**src/hdl/utf8d_pkg.sv**
```systemverilog
// ---------------------------------------------------------------------------
// utf8d_pkg
// Types, phase codes and constants shared by the UTF-8 decoder files.
// ---------------------------------------------------------------------------
`default_nettype none

package utf8d_pkg;

  localparam int unsigned CODE_LIMIT_DEF = 1114111;

  localparam logic [1:0] PH_IDLE    = 2'd0;
  localparam logic [1:0] PH_COLLECT = 2'd1;
  localparam logic [1:0] PH_SKIP    = 2'd2;

  typedef struct packed {
    logic [20:0] code_point;
    logic        bad_char;
    logic        end_of_text;
    logic        last_result;
  } result_t;

  typedef struct packed {
    logic [1:0]  phase;
    logic [2:0]  remaining_cont;
    logic [2:0]  total_cont;
    logic [30:0] accumulator;
  } dec_state_t;

  typedef struct packed {
    logic [1:0] count;
    result_t    first;
    result_t    second;
  } step_out_t;

  // smallest value that needs t continuation bytes
  function automatic logic [30:0] min_value(input logic [2:0] t);
    logic [30:0] v;
    case (t)
      3'd0:    v = 31'h0;
      3'd1:    v = 31'h80;
      3'd2:    v = 31'h800;
      3'd3:    v = 31'h10000;
      3'd4:    v = 31'h200000;
      default: v = 31'h4000000;
    endcase
    return v;
  endfunction

endpackage

`default_nettype wire

```
**src/hdl/utf8d_step.sv**
```systemverilog
// ---------------------------------------------------------------------------
// utf8d_step
// Next-state and result logic for one byte: up to two result words.
// ---------------------------------------------------------------------------
`default_nettype none

module utf8d_step
  import utf8d_pkg::*;
#(
  parameter int unsigned CODE_LIMIT = CODE_LIMIT_DEF
) (
  input  dec_state_t cur,
  input  logic [7:0] byte_in,
  input  logic       allow_overlong,
  output dec_state_t nxt,
  output step_out_t  res
);

  localparam logic [30:0] LIMIT31 = 31'(CODE_LIMIT);

  typedef struct packed {
    dec_state_t st;
    logic       emit;
    result_t    r;
  } fresh_t;

  function automatic fresh_t fresh(input dec_state_t s, input logic [7:0] b);
    fresh_t     f;
    logic [2:0] n;
    f = '0;
    f.st = s;
    f.emit = 1'b1;
    f.r.last_result = 1'b1;
    n = 3'd0;
    if (b == 8'h00) begin
      f.st.phase = PH_IDLE;
      f.r.end_of_text = 1'b1;
    end else if (!b[7]) begin
      f.st.phase = PH_IDLE;
      f.r.code_point = {14'd0, b[6:0]};
    end else begin
      if (b[7:5] == 3'b110) begin
        n = 3'd1;
      end else if (b[7:4] == 4'b1110) begin
        n = 3'd2;
      end else if (b[7:3] == 5'b11110) begin
        n = 3'd3;
      end else if (b[7:2] == 6'b111110) begin
        n = 3'd4;
      end else if (b[7:1] == 7'b1111110) begin
        n = 3'd5;
      end
      if (n == 3'd0) begin
        f.st.phase = PH_SKIP;
        f.r.bad_char = 1'b1;
      end else begin
        f.emit = 1'b0;
        f.st.phase = PH_COLLECT;
        f.st.remaining_cont = n;
        f.st.total_cont = n;
        f.st.accumulator = {23'd0, b & (8'hFF >> (n + 3'd2))};
      end
    end
    return f;
  endfunction

  fresh_t      fr;
  logic [30:0] acc_new;
  logic [2:0]  rem_new;
  logic [2:0]  t;
  logic        bad;

  always_comb begin
    fr = fresh(cur, byte_in);
    acc_new = {cur.accumulator[24:0], byte_in[5:0]};
    rem_new = (cur.remaining_cont != 3'd0) ? cur.remaining_cont - 3'd1 : 3'd0;
    t = (cur.total_cont > 3'd5) ? 3'd5 : cur.total_cont;
    bad = (acc_new > LIMIT31) || ((acc_new < min_value(t)) && !allow_overlong);
    nxt = cur;
    res = '0;
    unique case (cur.phase)
      PH_COLLECT: begin
        if (byte_in[7:6] == 2'b10) begin
          nxt.accumulator = acc_new;
          nxt.remaining_cont = rem_new;
          if (rem_new == 3'd0) begin
            nxt.phase = PH_IDLE;
            res.count = 2'd1;
            res.first.last_result = 1'b1;
            if (bad) begin
              res.first.bad_char = 1'b1;
            end else begin
              res.first.code_point = acc_new[20:0];
            end
          end
        end else if (byte_in[7]) begin
          nxt.remaining_cont = 3'd0;
          nxt.phase = PH_SKIP;
          res.count = 2'd1;
          res.first.bad_char = 1'b1;
          res.first.last_result = 1'b1;
        end else begin
          // truncated sequence, then the byte itself
          nxt = fr.st;
          nxt.remaining_cont = 3'd0;
          res.count = 2'd2;
          res.first.bad_char = 1'b1;
          res.second = fr.r;
        end
      end
      PH_SKIP: begin
        if (!byte_in[7]) begin
          nxt = fr.st;
          res.count = {1'b0, fr.emit};
          res.first = fr.r;
        end
      end
      default: begin
        nxt = fr.st;
        res.count = {1'b0, fr.emit};
        res.first = fr.r;
      end
    endcase
  end

endmodule

`default_nettype wire

```
**src/hdl/utf8d_outq.sv**
```systemverilog
// ---------------------------------------------------------------------------
// utf8d_outq
// Four-entry result queue: per cycle up to two in, one out unless stalled.
// ---------------------------------------------------------------------------
`default_nettype none

module utf8d_outq
  import utf8d_pkg::*;
(
  input  logic      clk,
  input  logic      rst,
  input  logic      push_en,
  input  step_out_t push,
  output logic      room,
  output logic      out_valid,
  input  logic      out_stall,
  output result_t   out_word
);

  localparam int DEPTH = 4;
  localparam int AW = $clog2(DEPTH);

  result_t       slots [DEPTH];
  logic [AW-1:0] wr_ptr;
  logic [AW-1:0] rd_ptr;
  logic [AW:0]   level;
  logic [1:0]    n_push;
  logic          pop;
  logic [AW-1:0] wr_ptr_p1;

  assign n_push    = push_en ? push.count : 2'd0;
  assign out_valid = (level != '0);
  assign pop       = out_valid && !out_stall;
  assign room      = (level <= (AW + 1)'(DEPTH - 2));
  assign out_word  = slots[rd_ptr];
  assign wr_ptr_p1 = wr_ptr + AW'(1);

  always_ff @(posedge clk) begin
    if (rst) begin
      wr_ptr <= '0;
      rd_ptr <= '0;
      level  <= '0;
    end else begin
      wr_ptr <= wr_ptr + AW'(n_push);
      rd_ptr <= rd_ptr + AW'(pop);
      level  <= level + (AW + 1)'(n_push) - (AW + 1)'(pop);
    end
  end

  always_ff @(posedge clk) begin
    if (n_push != 2'd0) begin
      slots[wr_ptr] <= push.first;
    end
    if (n_push == 2'd2) begin
      slots[wr_ptr_p1] <= push.second;
    end
  end

endmodule

`default_nettype wire

```
**src/hdl/utf8_lenient_decoder.sv**
```systemverilog
// ---------------------------------------------------------------------------
// utf8_lenient_decoder: byte-serial RFC2279 UTF-8 decoder, one to six bytes
// An input register, then the result queue; one byte accepted per cycle
// unless in_stall; one word per cycle leaves the queue port unless out_stall.
// Sync reset: idle phase, counters and allow_overlong cleared, queue empty.
// ---------------------------------------------------------------------------
`default_nettype none

module utf8_lenient_decoder
  import utf8d_pkg::*;
#(
  parameter int unsigned CODE_LIMIT = CODE_LIMIT_DEF
) (
  input  logic        clk,
  input  logic        rst,
  input  logic        cfg_wr_en,
  input  logic        cfg_wr_data,
  input  logic        in_valid,
  output logic        in_stall,
  input  logic [7:0]  byte_in,
  output logic        out_valid,
  input  logic        out_stall,
  output logic [20:0] code_point,
  output logic        bad_char,
  output logic        end_of_text,
  output logic        last_result
);

  logic       in_full;
  logic [7:0] in_byte;
  logic       allow_overlong;
  dec_state_t state;
  dec_state_t state_next;
  step_out_t  step_res;
  logic       q_room;
  logic       advance;
  result_t    out_word;

  assign advance  = in_full && q_room;
  assign in_stall = in_full && !q_room;

  always_ff @(posedge clk) begin
    if (rst) begin
      in_full        <= 1'b0;
      allow_overlong <= 1'b0;
      state          <= '{phase: PH_IDLE, default: '0};
    end else begin
      if (cfg_wr_en) begin
        allow_overlong <= cfg_wr_data;
      end
      if (in_valid && !in_stall) begin
        in_full <= 1'b1;
      end else if (advance) begin
        in_full <= 1'b0;
      end
      if (advance) begin
        state <= state_next;
      end
    end
  end

  always_ff @(posedge clk) begin
    if (in_valid && !in_stall) begin
      in_byte <= byte_in;
    end
  end

  utf8d_step #(
    .CODE_LIMIT(CODE_LIMIT)
  ) u_step (
    .cur           (state),
    .byte_in       (in_byte),
    .allow_overlong(allow_overlong),
    .nxt           (state_next),
    .res           (step_res)
  );

  utf8d_outq u_outq (
    .clk      (clk),
    .rst      (rst),
    .push_en  (advance),
    .push     (step_res),
    .room     (q_room),
    .out_valid(out_valid),
    .out_stall(out_stall),
    .out_word (out_word)
  );

  assign code_point  = out_word.code_point;
  assign bad_char    = out_word.bad_char;
  assign end_of_text = out_word.end_of_text;
  assign last_result = out_word.last_result;

endmodule

`default_nettype wire

```
**config.mk**
```make
export PLATFORM = sky130hd
export DESIGN_NAME = utf8_lenient_decoder
export DESIGN_NICKNAME = d
export VERILOG_FILES = /design/src/hdl/utf8d_pkg.sv /design/src/hdl/utf8d_step.sv /design/src/hdl/utf8d_outq.sv /design/src/hdl/utf8_lenient_decoder.sv
export SDC_FILE = /design/constraint.sdc
export NUM_CORES = 1
export LEC_CHECK = 0
export BUFFER_PORTS_ARGS = -buffer_cell sky130_fd_sc_hd__clkbuf_2
export CAP_MARGIN = 10
export CORE_MARGIN = 2
export CORE_UTILIZATION = 61
export DETAILED_ROUTE_END_ITERATION = 8
export PLACE_DENSITY_LB_ADDON = 0.08
export REMOVE_ABC_BUFFERS = 1
export SYNTH_ARGS = -nofsm -noshare
export SYNTH_HDL_FRONTEND = slang
export SYNTH_SLANG_ARGS = --single-unit
export TNS_END_PERCENT = 10
```
**constraint.sdc**
```tcl
create_clock -name clk -period 3 [get_ports clk]
set_input_delay 0.9 -clock clk [delete_from_list [all_inputs] [get_ports clk]]
set_output_delay 0.9 -clock clk [all_outputs]
set_load 0.01 [all_outputs]
```
# Word level (Yosys, flattened, before mapping)
# Memory sizes are Yosys's and may differ from the RTL's. A register that Yosys moved wholly into a read port is not among the register bits.
# Cells that the tools add are included.
[totals] out_inout_bits=26 regBits=56 memories=1 ramBits=96 word_cells=117
[op_classes] bitwise_logic=1 muxes=53 n_addsub=7 eq_ne=18 reduce_logical=22 shifts=1 order_cmp=4
[mem_list] memory="u_outq.slots" words=4 word_bits=24 rd=1 rd_ports_with_merged_regs=1 write_ports=2 line="utf8d_outq.sv:23" rtl="result_t slots [DEPTH];"
[ops] operator="$pmux W27 S5" count=1
[ops] operator="$pmux W39 S2" count=1
[ops] operator="$mux W38" count=2
[ops] operator="$mux W24" count=3
[ops] operator="$mux W60" count=1
[ops] operator="$pmux W24 S2" count=1
[ops] operator="$mux W21" count=2
[ops] operator="$mux W39" count=1
[ops] operator="$mux W34" count=1
[ops] operator="$gt A31 B21 Y1 const B" count=1
[ops] operator="$lt A31 B27 Y1" count=1
[ops] operator="$mux W31" count=1
[ops] operator="$mux W3" count=10
[ops] operator="$mux W25" count=1
[ops] operator="$mux W23" count=1
[ops] operator="$mux W2" count=8
[ops] operator="$mux W1" count=14
[ops] operator="$mux W5" count=2
[ops] operator="$logic_not A3 Y1" count=3
[ops] operator="$and A8 B8 Y8" count=1
[ops] operator="$logic_not A8 Y1" count=1
[ops] operator="$shr A8 B3 Y8 const A" count=1
[ops] operator="$eq A7 B7 Y1 const B" count=1
[ops] operator="$mux W7" count=1
[ops] operator="other kinds (29)" count=46

# Depth between registers and ports, before layout
# Gate-level depths: netlist of the first run.
[logic_depth] word_depth=20 mapped_depth=15

# Cells and area by module
# Synthesis of the first run repeated with hierarchy kept, for this count alone.
[unflattened] hier_cells=725 area_unflattened_um2=8904.8
[modules_own_cells] module="utf8d_outq" area_per_inst_um2=5181.2 instances=1 cells_per_inst=287
[modules_own_cells] module="utf8_lenient_decoder" area_per_inst_um2=2160.8 instances=1 cells_per_inst=194
[modules_own_cells] module="utf8d_step" area_per_inst_um2=1562.7 instances=1 cells_per_inst=244

# Worst setup path after synthesis of the first run
# Ideal clock, no wire load.
[synth_path] kind="reg-to-reg" startpoint="register state[37] in the netlist's numbering" endpoint="memory u_outq.slots[0][0] in the netlist's numbering (enable)" stages_incl_launch_ff=11 slack_ns=0.225 synth_period_minus_slack_ns=2.775 required_time_ns=2.706 setup_time_ns=0.294 arrival_time_ns=2.481 cell_sequence="dfxtp_1 -> inv_1 -> ha_1 -> or2_2 -> clkbuf_1 -> o22ai_1 -> o21ai_0 -> clkbuf_1 -> a31oi_1 -> clkbuf_1 -> inv_1"
[synth_lines] item="start: declaration" line="utf8_lenient_decoder.sv:32" rtl="dec_state_t state;"
[synth_lines] item="start signal: assignment" line="utf8_lenient_decoder.sv:57" rtl="state <= state_next;"
[synth_lines] item="end: declaration" line="utf8d_outq.sv:23"

==> results.cfg, run 1 <==
[clock_tree]
cts_root_buf = clkbuf_8
cts_hold_buffers = 0
cts_buffers = 17
cts_max_level = 4
clk_path_buf_depth = 2
cts.clk_slew.worst_paths_ns = 0.06
tritoncts = done
insertion_delay_ns = 0.54
cts.sinks = 146

[synth]
seq_area_frac_synth_pct = 50.3
yosysTopAreaCellShare_pct = 29.0
netlist_area_um2 = 6760
ys_types = 56
ys_seq_elements = 146
yosys-top-cells-count = dfxtp_1 (98), nand2_1 (62), nor2_1 (53), edfxtp_1 (48), a22o_1 (41)
synth_area_per_cell_um2 = 11.0
synth_ff_type = dfxtp_1
synthArstFlopShare_pct = 0
synth_area_leaders = dfxtp_1 (29%), edfxtp_1 (21%), mux4_2 (8.0%), a22o_1 (5.3%), nand2_1 (3.4%)
yosysWarnings = 0
synth.most_common_cell = dfxtp_1
syn_inst = 617
synth_top_cell_by_area = dfxtp_1
synth_edf_count = 48

[placed_design]
place_area_um2 = 7120
gp_congestion = 0.877
port_buffers = 39
dpl.hpwl_um = 11200

[power_and_ir_drop]
powerDensity_nw_per_um2 = 690
p_comb_share_pct = 16.2
switching_share_pct = 25.5
switching_power_uw = 1380
p_seq_share_pct = 40.3
max-vdd-ir-drop_uv = 765
p_int_uw = 4040
clkPwrFrac_pct = 43.4
p_leak_uw = 0.00296

[run_status]
outcome = finished, final reports clean

[worst_setup_path]
required_ns = 2.10
arrival_ns = 1.93
startpoint = u_outq.rd_ptr[1]
rr_endpoint = u_outq.level[2]
crit_path_end = code_point[12]
rrSetupSlack_ns = 0.25
end_kind = primary output
reg2reg_depth = 11
crit_path_start_kind = flop
worstPathMaxFanout = 21
worstSetupPathType = flop to primary output
regToRegStartpoint = in_byte[3]

[floorplan]
die_x_um = 109
start_util_pct = 62.4
die_area_um2 = 11900
std_cell_rows = 38
dieHeight_um = 109
fp.coreArea_um2 = 10800
ios = 40

[timing]
timing.max_slew.rel_slack_pct = 43.8
slew_violations = 0
fin_setup_tns_ns = 0
rsz0062_at_grt = no
finalHoldViolations = 0
clock.fmax_mhz = 354
period_minus_slack_ns = 2.83
tightest_slew_ns = 0.839
clock-skew-final_ns = 0.00613
post-route-period-util_pct = 94.2
setup_viol = 0

[route]
vias = 5165
drtIter0Drc = 474
wl_um = 16600
drc = 0
wl_per_cell_um = 20.3
viasPerCell = 6.31
antenna_left = 0
firstDrtPassIters = 5

[worst_hold_path]
hp-start = u_outq.slots[2][21]
hold_class = flop to flop

[cells_and_area]
final_area_um2 = 7870
fin_nets = 696
antenna_cells = 0
drive_gt1_share_pct = 22.3
fillers = 749
areaGrowthSynthToFinish_pct = 16.4

[global_route]
antenna_found_initial = 0
grt_overflow = 0
grt_pass1_vias = 4946
grt_pass1_wl_um = 25800
grt_max_degree = 43
grt_usage_pct = 29.3

[run]
maxCapViolCount = 0
==> registers in the layout, indices dropped and copies added, names as in the netlist <==
register	cells
u_outq.slots	96
state	33
in_byte	8
u_outq.level	3
u_outq.rd_ptr	2
u_outq.wr_ptr	2
allow_overlong	1
in_full	1
==> cells in the final DEF, fill, tap and decap left out, types with 2 or more instances in the layout <==
cell type / synthesis / routed
a2111oi_4: 5 / 5
a211oi_1: 2 / 2
a211oi_4: 4 / 4
a21o_1: 4 / 4
a21oi_1: 25 / 25
a22o_1: 41 / 41
a22oi_1: 17 / 17
a311oi_1: 2 / 2
a31oi_1: 4 / 4
and2_1: 6 / 6
and3_1: 3 / 3
buf_4: 1 / 34
bufinv_16: 0 / 4
clkbuf_16: 0 / 19
clkbuf_2: 0 / 40
clkbuf_8: 0 / 2
dfxtp_1: 98 / 97
edfxtp_1: 48 / 48
ha_1: 15 / 15
inv_1: 17 / 17
inv_6: 0 / 2
mux4_2: 24 / 24
nand2_1: 62 / 62
nand2b_1: 7 / 7
nand3_1: 10 / 10
nand3b_1: 2 / 2
nand4_1: 6 / 6
nor2_1: 53 / 53
nor2b_1: 37 / 37
nor3_1: 5 / 5
nor4_1: 5 / 5
o211ai_1: 2 / 2
o21ai_0: 30 / 29
o22ai_1: 3 / 3
o2bb2ai_1: 4 / 4
o41ai_1: 2 / 2
or2_2: 3 / 3
or3_1: 3 / 3
or4_1: 2 / 2
xnor2_1: 5 / 5
==> cell type report <==
class	count	area [µm²]	share of cell area, %
clock inverter	9	161	2.05
tap	140	175	2.23
clock buffer	22	508	6.46
inverter	17	63.8	0.811
sequential	146	3400	43.3
multi-input combinational	410	3080	39.2
timing repair buffer	74	470	5.98
==> worst min path at each step <==
stage / to / slack, ns / cells after the start
after floorplan: u_outq.slots[2][21] / 0.42 / 1
after global placement: u_outq.slots[2][22] / 0.44 / 1
after detailed placement: u_outq.slots[2][21] / 0.44 / 1
after CTS: u_outq.slots[2][21] / 0.46 / 1
after global routing: u_outq.slots[2][12] / 0.48 / 1
final: u_outq.slots[2][21] / 0.46 / 1
==> metal layers <==
layer	track usage, %	wire length [µm]	up-vias
li1	-	-	2367
met1	39.2	7080	2540
met2	47.1	8070	236
met3	6.58	1230	22
met4	10.5	196	0
met5	0	0	-
==> metrics by stage <==
step | util, % | worst slack (ns) | instances | hold slack (ns) | total power (µW)
4_1_cts | 71.9 | 0.113 | 808 | 0.458 | 5430
2_1_floorplan | - | 0.00478 | 573 | 0.420 | 2790
3_3_place_gp | 65.7 | 0.254 | 777 | 0.439 | 3080
3_5_place_dp | 65.7 | 0.168 | 777 | 0.443 | 3100
5_1_grt | 72.6 | 0.0265 | 818 | 0.483 | 5610
6_report | 72.6 | 0.173 | 818 | 0.456 | 5430
==> logic make-up after synthesis <==
logic type                 Yosys count  share of synthesized area, %
xor gates and xnor gates             5                         0.648
adders and majority gates           16                          3.07
muxes                               26                          8.31
and+or+nand+nor                    211                          15.5
AOI/OAI and AO/OA                  152                          18.1
DFF                                146                          50.3
buffers and inverters               61                          4.03
==> power by group through the flow <==
stage | logic [µW] | registers, µW | clock network [µW]
2_1_floorplan | 519 | 2270 | 0
3_3_place_gp | 848 | 2230 | 0
3_5_place_dp | 859 | 2240 | 0
4_1_cts | 866 | 2200 | 2370
5_1_grt | 970 | 2200 | 2450
6_report | 881 | 2190 | 2360
==> worst max-delay path, stage by stage (launching register included) <==
cell and delay, ns:
dfxtp_1 0.48, buf_4 0.37, mux4_2 0.38, clkbuf_2 0.15
==> timing repair <==
action                     CTS  global route
buffers inserted             0            10
hold endpoints to repair     0             0
gates resized for setup      0             0
setup endpoints to repair    0             1
Note: power is estimated with default switching activity, not from simulation.
==> run 2: changes to the inputs <==
- REMOVE_ABC_BUFFERS: 1 -> default
==> results.cfg, run 2 (synthesized netlist as in run 1, its figures left out) <==
[timing]
period_minus_slack_ns = 2.78
clock-skew-final_ns = 0.00629
clock.fmax_mhz = 359
slew_violations = 0
post-route-period-util_pct = 92.8
fin_setup_tns_ns = 0
finalHoldViolations = 0
setup_viol = 0
tightest_slew_ns = 0.840
rsz0062_at_grt = no
timing.max_slew.rel_slack_pct = 44.0

[cells_and_area]
largestRegisters = u_outq.slots x96, state x33, in_byte x8
multi_input_area_um2 = 3080
antenna_cells = 0
fillers = 821
final_common_cell = dfxtp_1
areaGrowthSynthToFinish_pct = 14.1
drive_gt1_share_pct = 21.3
largest_register_ffs = 96
fin_cells = 810
utilization_pct = 71.2
final_cell_mix = dfxtp_1 (97), nand2_1 (62), nor2_1 (53)
fin_nets = 687
regMostFlops = u_outq.slots
seq_area_um2 = 3400

[placed_design]
placed_cells = 778
port_buffers = 39
dpl.hpwl_um = 11400
gp_congestion = 0.917

[clock_tree]
insertion_delay_ns = 0.54
cts.sinks = 146
post_cts_buffers = 0
tritoncts = done
post_cts_resize_count = 0
clk_path_buf_depth = 2
cts_buffers = 17
cts_hold_buffers = 0
cts_max_level = 4
cts_root_buf = clkbuf_8
cts.clk_slew.worst_paths_ns = 0.06

[worst_setup_path]
worstPathMaxFanout = 20
crit_path_start_kind = flop
worstSetupPathType = flop to primary output
reg2reg_depth = 12
required_ns = 2.10
end_kind = primary output
regToRegStartpoint = in_byte[5]
arrival_ns = 1.88
rrSetupSlack_ns = 0.22
rr_endpoint = u_outq.level[2]

[route]
wl_um = 17000
firstDrtPassIters = 5
vias = 5097
viasPerCell = 6.29
drtIter0Drc = 428
wl_per_cell_um = 21.0
antenna_left = 0
drc = 0

[global_route]
grt_pass1_wl_um = 26600
grt_max_degree = 43
antenna_found_initial = 0
grt_pass1_vias = 5018
grt_overflow = 0
grt_usage_pct = 30.1

[floorplan]
ios = 40
start_util_pct = 62.4
dieHeight_um = 109
die_area_um2 = 11900
fp.coreArea_um2 = 10800
std_cell_rows = 38
die_x_um = 109

[power_and_ir_drop]
powerDensity_nw_per_um2 = 655
p_leak_uw = 0.00287
max-vdd-ir-drop_uv = 576

[worst_hold_path]
hold_depth = 1
hold_end = u_outq.slots[2][22]
hp-start = u_outq.slots[2][22]
hold_class = flop to flop

[run_status]
outcome = finished, final reports clean

[synth]
synth_nets = 647

[run]
maxCapViolCount = 0
==> run 2: cell count changes in the layout (fill, tap and decap cells not counted), moves of 2 or more <==
cell,previous run,this run
clkinvlp_4,1,3
inv_6,2,0
clkbuf_8,2,7
bufinv_16,4,0
buf_4,34,24
clkinv_2,1,3
clkbuf_16,19,17
==> run 2: worst max path at each step <==
stage	slack [ns]	end	cells past startpoint	from
6_report	0.22	code_point[9]	3	u_outq.rd_ptr[1]
5_1_grt	0.03	u_outq.level[2]	12	in_byte[5]
4_1_cts	0.21	code_point[9]	3	u_outq.rd_ptr[1]
3_5_place_dp	0.27	u_outq.level[2]	12	in_byte[5]
3_3_place_gp	0.34	u_outq.level[2]	12	in_byte[5]
2_1_floorplan	0.22	u_outq.slots[0][0]	10	state[37]
==> run 2: metal layers <==
layer  vias up  GRT usage (%)  part of all wire [%]
met4         0           10.4                   1.7
met1      2536           39.4                    43
met5         -              0                     0
li1       2350              -                     -
met3        27           6.93                   5.8
met2       184           49.2                    50
==> run 2: power breakdown <==
| group | internal (µW) | leakage (µW) | switching [µW] |
|---|---|---|---|
| Clock | 1200 | 0.000281 | 784 |
| Sequential | 2120 | 0.00126 | 86.4 |
| Combinational | 386 | 0.00133 | 480 |
==> run 2: layout make-up <==
cell class	instances	area share, %
clock buffer	25	6.83
timing repair buffer	65	5.39
multi-input combinational	410	40.0
inverter	17	0.827
tap	140	2.27
clock inverter	7	0.568
sequential	146	44.1
==> run 2: per-stage QoR <==
| step | worst slack (ns) | hold slack, ns | total power, µW | instance area, µm² |
|---|---|---|---|---|
| final | 0.216 | 0.463 | 5050 | 7710 |
| after global routing | 0.0327 | 0.479 | 5260 | 7710 |
| after CTS | 0.208 | 0.460 | 5080 | 7710 |
| after detailed placement | 0.268 | 0.439 | 3110 | 7140 |
| after global placement | 0.339 | 0.440 | 3090 | 7140 |
| after floorplan | 0.225 | 0.420 | 2820 | 6760 |
==> run 2: critical path, stage by stage, from the launching register on <==
cell and delay (ns):
dfxtp_1 0.59, buf_12 0.24, mux4_2 0.36, clkbuf_2 0.15
==> run 3: changes to the inputs <==
- ABC_AREA: default -> 1
==> results.cfg, run 3 <==
[cells_and_area]
seq_area_um2 = 3400
largestRegisters = u_outq.slots x96, state x33, in_byte x8
drive_gt1_share_pct = 12.5
final_area_um2 = 7960
multi_input_area_um2 = 3170
final_cell_mix = nand2_1 (147), nand3_1 (103), nor2_1 (101)
final_common_cell = nand2_1
antenna_cells = 0
regMostFlops = u_outq.slots
fillers = 912
largest_register_ffs = 96
areaGrowthSynthToFinish_pct = 11.5
fin_nets = 936
fin_cells = 1062

[synth]
synth_nets = 909
synthArstFlopShare_pct = 0
ys_types = 43
syn_inst = 879
yosysTopAreaCellShare_pct = 27.5
synth_area_leaders = dfxtp_1 (27%), edfxtp_1 (20%), nand2_1 (7.7%), nand3_1 (7.2%), o21ai_0 (6.0%)
synth.most_common_cell = nand2_1
synth_ff_type = dfxtp_1
yosys-top-cells-count = nand2_1 (147), nand3_1 (103), nor2_1 (101), dfxtp_1 (98), o21ai_0 (85)
synth_top_cell_by_area = dfxtp_1
ys_seq_elements = 146
synth_edf_count = 48
yosysWarnings = 0
synth_area_per_cell_um2 = 8.12
seq_area_frac_synth_pct = 47.7
netlist_area_um2 = 7140

[clock_tree]
cts_root_buf = clkbuf_16
insertion_delay_ns = 0.43
cts_buffers = 17
tritoncts = done
post_cts_buffers = 0
cts_hold_buffers = 0
clk_path_buf_depth = 2
cts_max_level = 4
post_cts_resize_count = 0
cts.sinks = 146
cts.clk_slew.worst_paths_ns = 0.06

[floorplan]
ios = 40
dieHeight_um = 112
die_area_um2 = 12600
std_cell_rows = 39
start_util_pct = 62.5
fp.coreArea_um2 = 11400
die_x_um = 112

[route]
firstDrtPassIters = 5
viasPerCell = 6.00
vias = 6371
drc = 0
wl_per_cell_um = 17.5
drtIter0Drc = 658
antenna_left = 0
wl_um = 18600

[global_route]
grt_pass1_vias = 6062
grt_usage_pct = 30.3
grt_pass1_wl_um = 30300
antenna_found_initial = 0
grt_max_degree = 50
grt_overflow = 0

[timing]
rsz0062_at_grt = no
slew_violations = 0
fin_setup_tns_ns = 0
post-route-period-util_pct = 94.6
clock.fmax_mhz = 352
finalHoldViolations = 0
tightest_slew_ns = 0.733
period_minus_slack_ns = 2.84
timing.final.ws_setup_ns = 0.162
setup_viol = 0
clock-skew-final_ns = 0.00691
timing.max_slew.rel_slack_pct = 51.1

[worst_setup_path]
required_ns = 2.10
regToRegStartpoint = state[38]
arrival_ns = 1.94
worstSetupPathType = flop to primary output
worstPathMaxFanout = 24
end_kind = primary output
cp.buffers_inverters = 2
reg2reg_depth = 9
worst_path_max_delay_cell = inv_1
rr_endpoint = u_outq.slots[0][0]
crit_path_start_kind = flop
crit_family = buffers and inverters
cp_slowest_stage_delay_ns = 0.53
path_cells = inv_1, o21ai_0, o22ai_1, clkbuf_2
rrSetupSlack_ns = 0.33

[power_and_ir_drop]
finalPower_uw = 5770
switching_share_pct = 31.0
max-vdd-ir-drop_uv = 753
clkPwrFrac_pct = 39.7
p_int_uw = 3980
p_seq_share_pct = 38.0
powerDensity_nw_per_um2 = 725
p_comb_share_pct = 22.3
switching_power_uw = 1790
p_leak_uw = 0.00330

[placed_design]
port_buffers = 39
dpl_worst_slack_ns = 0.357
gp_congestion = 0.964
dpl.hpwl_um = 12600
place_area_um2 = 7310
placed_cells = 1030

[worst_hold_path]
hp-start = state[22]
hold_depth = 2
hold_class = flop to flop
hold_end = state[22]

[run]
maxCapViolCount = 0

[run_status]
outcome = finished, final reports clean
[run 3: how the worst max path moves through the flow]
stage | depth (start not counted) | from | endpoint
floorplan | 10 | state[37] | u_outq.level[2]
global placement | 8 | in_byte[7] | u_outq.slots[2][9]
detailed placement | 14 | state[34] | u_outq.level[2]
CTS | 4 | u_outq.rd_ptr[1] | code_point[19]
global route | 4 | u_outq.rd_ptr[1] | code_point[19]
finish | 4 | u_outq.rd_ptr[1] | code_point[9]
[run 3: worst reg2reg max path, stage by stage, from the launching register on]
cell and delay, ns:
dfxtp_1 0.36, inv_1 0.06, ha_1 0.28, inv_1 0.22
nor2_2 0.09, a211oi_1 0.23, o21ai_2 0.13, nand3_4 0.21
nand3_4 0.27, nand2_1 0.47
[run 3: cell families after synthesis]
| group | after synthesis | share of synthesized area (%) |
|---|---|---|
| AND/OR/NAND/NOR | 383 | 24.9 |
| AO/OA/AOI/OAI | 216 | 16.1 |
| flip-flops | 146 | 47.7 |
| buffers and inverters | 114 | 7.92 |
| adder cells (fa/ha/maj) | 16 | 2.91 |
| XOR/XNOR | 4 | 0.491 |
[run 3: power groups by stage]
stage               Combinational [µW]  Sequential [µW]  Clock, µW
global placement                  1240             2230          0
floorplan                          899             2210          0
finish                            1290             2190       2290
global route                      1430             2200       2380
detailed placement                1260             2230          0
CTS                               1280             2190       2300
[run 3: final cells by class]
| cell class | instances | share of cell area (%) |
|---|---|---|
| Tap cell | 143 | 2.25 |
| Sequential cell | 146 | 42.7 |
| Clock inverter | 9 | 1.38 |
| Timing Repair Buffer | 51 | 3.58 |
| Inverter | 71 | 3.41 |
| Clock buffer | 23 | 6.82 |
| Multi-Input combinational cell | 619 | 39.8 |
[run 3: per-layer routing]
metal  routed length [µm]  global-route usage, %
met4                  411                   13.2
met5                    0                      0
met2                 8720                   47.8
met1                 8220                   41.3
met3                 1270                   5.51
[run 3: metrics by stage]
step	hold WS (ns)	utilization, %
CTS	0.469	69.7
floorplan	0.439	-
finish	0.466	69.7
detailed placement	0.460	64.0
global route	0.490	69.7
global placement	0.449	64.0
